<file path="src/rtl/core/asgd_ram.sv">
module asgd_ram #(
  parameter int WIDTH = 8,
  parameter int DEPTH = 16
) (
  input  logic                                   clk,
  input  logic                                   we,
  input  logic [((DEPTH > 1) ? $clog2(DEPTH) : 1)-1:0] waddr,
  input  logic [WIDTH-1:0]                       wdata,
  input  logic [((DEPTH > 1) ? $clog2(DEPTH) : 1)-1:0] raddr,
  output logic [WIDTH-1:0]                       rdata
);

  logic [WIDTH-1:0] mem [DEPTH];

  // read returns the old word on a same-address write
  always_ff @(posedge clk) begin
    if (we) begin
      mem[waddr] <= wdata;
    end
    rdata <= mem[raddr];
  end

endmodule

</file>
<file path="config.mk">
export PLATFORM = sky130hd
export DESIGN_NAME = asgd_ram
export DESIGN_NICKNAME = d
export VERILOG_FILES = /design/src/rtl/core/asgd_ram.sv
export SDC_FILE = /design/constraint.sdc
export NUM_CORES = 1
export LEC_CHECK = 0
export ABC_AREA = 1
export BUFFER_PORTS_ARGS = -buffer_cell sky130_fd_sc_hd__buf_4
export CORE_MARGIN = 1.5
export CORE_UTILIZATION = 35
export CTS_BUF_LIST = sky130_fd_sc_hd__clkbuf_8
export DETAILED_ROUTE_END_ITERATION = 8
export GPL_TIMING_DRIVEN = 0
export SKIP_CTS_REPAIR_TIMING = 1
export SYNTH_ARGS = -nofsm -noshare
export SYNTH_HDL_FRONTEND = slang
export SYNTH_SLANG_ARGS = --single-unit
</file>
<file path="constraint.sdc">
create_clock -name clk -period 2.1 [get_ports clk]
set_input_delay 0.315 -clock clk [delete_from_list [all_inputs] [get_ports clk]]
set_output_delay 0.315 -clock clk [all_outputs]
set_load 0.01 [all_outputs]
</file>
==> results by group <==
Outcome
  • Status: finished clean

Timing
  • Max Slew Vio Count: 0
  • Period utilization: 0.6621
  • Clock Skews: 0.008421 ns
  • Fin crit period: 1.390 ns
  • Final Hold Fails: 0
  • TNS Setup: 0 ns
  • Fmax achieved: 719.2 MHz
  • RSZ-0062 raised after global routing: false
  • Number of setup violations in the final report: 0
  • Worst rel slew slack: 0.3986
  • Tightest Pin Transition: 0.8987 ns

Route
  • Detailed Routing Iterations Pass 1: 5
  • Iteration-0 DRC count of the detailed router: 307
  • Post-route ant nets: 0
  • Vias per cell: 4.658
  • WL per Instance: 16.94 um
  • Routed wire length: 13910 um
  • Via count: 3824
  • Remaining DRCs: 0

Logic synthesis
  • Async S/R FF share, synth: 0
  • Seq/Total Area, Yosys: 0.6943
  • Post-Synthesis Cells: 551
  • Share of the synthesized area in the top cell type: 0.6665
  • Synth Cell Area: 0.005767 mm^2
  • Post-synth EDFFs: 128
  • Syn_area_per_cell: 10.47 um^2
  • Synth cell types: 12
  • Synth top area cells: edfxtp_1 (67%), nand2_1 (11%), nand3_1 (8.4%)
  • Ys Warns: 0
  • Syn Nets: 569
  • Post-synth top area cell: edfxtp_1
  • Synth Flop Type: edfxtp_1
  • Synth cell count leaders: nand2_1 (173), edfxtp_1 (128), inv_1 (100), nand3_1 (97), nor2_1 (17)
  • Flops & latches, synth: 136
  • Most common cell in the netlist: nand2_1

Floorplanning
  • Core Footprint: 0.01600 mm^2
  • Starting density of the core: 0.3604
  • Die area: 0.01726 mm^2
  • Die height: 131.4 um
  • DIE WIDTH: 131.4 um
  • IO Count: 26
  • Core Rows: 46

Setup path
  • CP peak stage delay: 0.75 ns
  • CP Data Arrival Time: 1.47 ns
  • Worst path slowest cell: nor2_1
  • Critical Path RT: 2.18 ns
  • RR Endpoint: rdata[2]
  • Worst r2r path cells: 6
  • Crit path capture type: flop
  • Worst path depth: 3
  • Worst path top cell family by delay: simple AND/OR/NAND/NOR gates
  • Worst path cell trace: buf_4 -> nand3b_1 -> nor2_1
  • Critical path type: input pin to flop
  • Setup slack, reg-to-reg: 1.05 ns
  • Crit start category: input pin
  • Buf+Inv Stages, Crit Path: 1
  • CP max FO: 8
  • R2R Path Start: mem[5][2]

CTS
  • Worst skew pair latency: 0.45 ns
  • TritonCTS buffer count: 17
  • Clk root buf: clkbuf_8
  • CTS sink count: 136
  • H-tree Lvls: 4
  • CTS tree: built
  • Clock-pin slew on the worst setup and hold paths: 0.08 ns
  • Clk buf depth: 2

GRT
  • Final global-route overflow total: 0
  • Initial antenna violation count: 0
  • GRT Total Usage: 0.1701
  • First-pass GRT wire length: 21540 um
  • Pin count of the biggest net entering global routing: 17
  • Vias in the first global route: 3774

Place
  • RePlAce Congestion: 0.8592
  • Quantity of I/O buffers inserted on ports: 22
  • Placed Area: 0.006202 mm^2
  • DPL Wire Length: 9398 um

Worst hold path
  • Worst hold stages: 1
  • Hold Path End: mem[10][6]
  • Hold WC Path Type: input pin to flop
  • Hold Crit Start: wdata[6]

Power
  • Power Total: 0.005319 W
  • Power Density: 814.1 mW/mm^2
  • Leakage: 2.814 nW
  • VDD IR max: 0.3296 mV

Layout
  • Area grow syn2layout: 13.30%
  • Layout cells sized above 1: 0.1207
  • Post-route cell area: 0.006534 mm^2
  • # nets final: 610
  • # diodes: 0

Run
  • Max-cap check violation count: 0
==> per-layer routing <==
metal,GRT usage,share of wire,vias to the layer above
met2,0.2740,0.47,129
met4,0.06914,0.021,0
met3,0.04205,0.067,21
li1,-,-,1854
met5,0,0,-
met1,0.2208,0.44,1820
==> registers in the layout, summed over array words and instances, names as in the netlist <==
register  flops
rdata         8
mem         128
==> report_power, final <==
part,leakage (nW),switching [W],internal (W)
clock,0.185,0.000964,0.000892
sequential,1.22,0.0000155,0.00303
combinational,1.41,0.000283,0.000134
==> metrics by stage <==
step | std cells | worst slack [ns] | util | hold slack, ns
2_1_floorplan | 551 | 0.8342 | - | 0.4139
3_5_place_dp | 789 | 0.1658 | 0.3876 | 0.6733
3_3_place_gp | 789 | 0.2889 | 0.3876 | 0.6595
4_1_cts | 821 | 0.7393 | 0.4084 | 0.1980
5_1_grt | 821 | 0.6833 | 0.4084 | 0.2066
6_report | 821 | 0.7096 | 0.4084 | 0.2117
==> final cells by class <==
cell class / instances / area (um^2)
buffer: 24 / 166.4
timing repair buffer: 22 / 165.2
tap: 216 / 270.3
multi-input combinational: 289 / 1214
inverter: 102 / 382.9
clock inverter: 15 / 97.59
clock buffer: 17 / 234.0
fill: 1597 / 9467
sequential: 136 / 4004
==> worst reg2reg max path: cells and delay by family (launching register included) <==
family | cells | cell delay, ns
flip-flops | 1 | 0.37
AND/OR/NAND/NOR | 5 | 0.50
buffers and inverters | 1 | 0.07
==> cell usage in the layout (no fill, tap or decap) <==
cell type   Yosys  routed
buf_2          13      13
inv_1         100     104
bufinv_16       0       1
clkinvlp_4      0       2
buf_4           4      26
clkinv_1        0       2
nand3_1        97      97
nand2_1       173     173
nand3b_1        2       2
edfxtp_1      128     128
clkbuf_8        0      17
nor2_1         17      17
buf_6           6       6
inv_2           2       2
dfxtp_1         8       8
buf_1           1       1
clkinv_2        0       6
==> worst max-delay path by stage <==
| stage | from | to | slack, ns |
|---|---|---|---|
| after floorplan | waddr[2] | mem[10][0] | 0.83 |
| after global placement | waddr[3] | mem[6][2] | 0.29 |
| after detailed placement | waddr[3] | mem[6][0] | 0.17 |
| after CTS | waddr[3] | mem[6][0] | 0.74 |
| after global routing | waddr[3] | mem[6][3] | 0.68 |
| final | waddr[3] | mem[6][0] | 0.71 |
==> cells by family (layout without fill, tap and decap cells) <==
group                  after synthesis  in the layout  synth area share
and+or+nand+nor                    289            289            0.2105
DFF                                136            136            0.6943
buffers and inverters              126            180           0.09525
No activity file was read; power rests on OpenSTA's default activity.
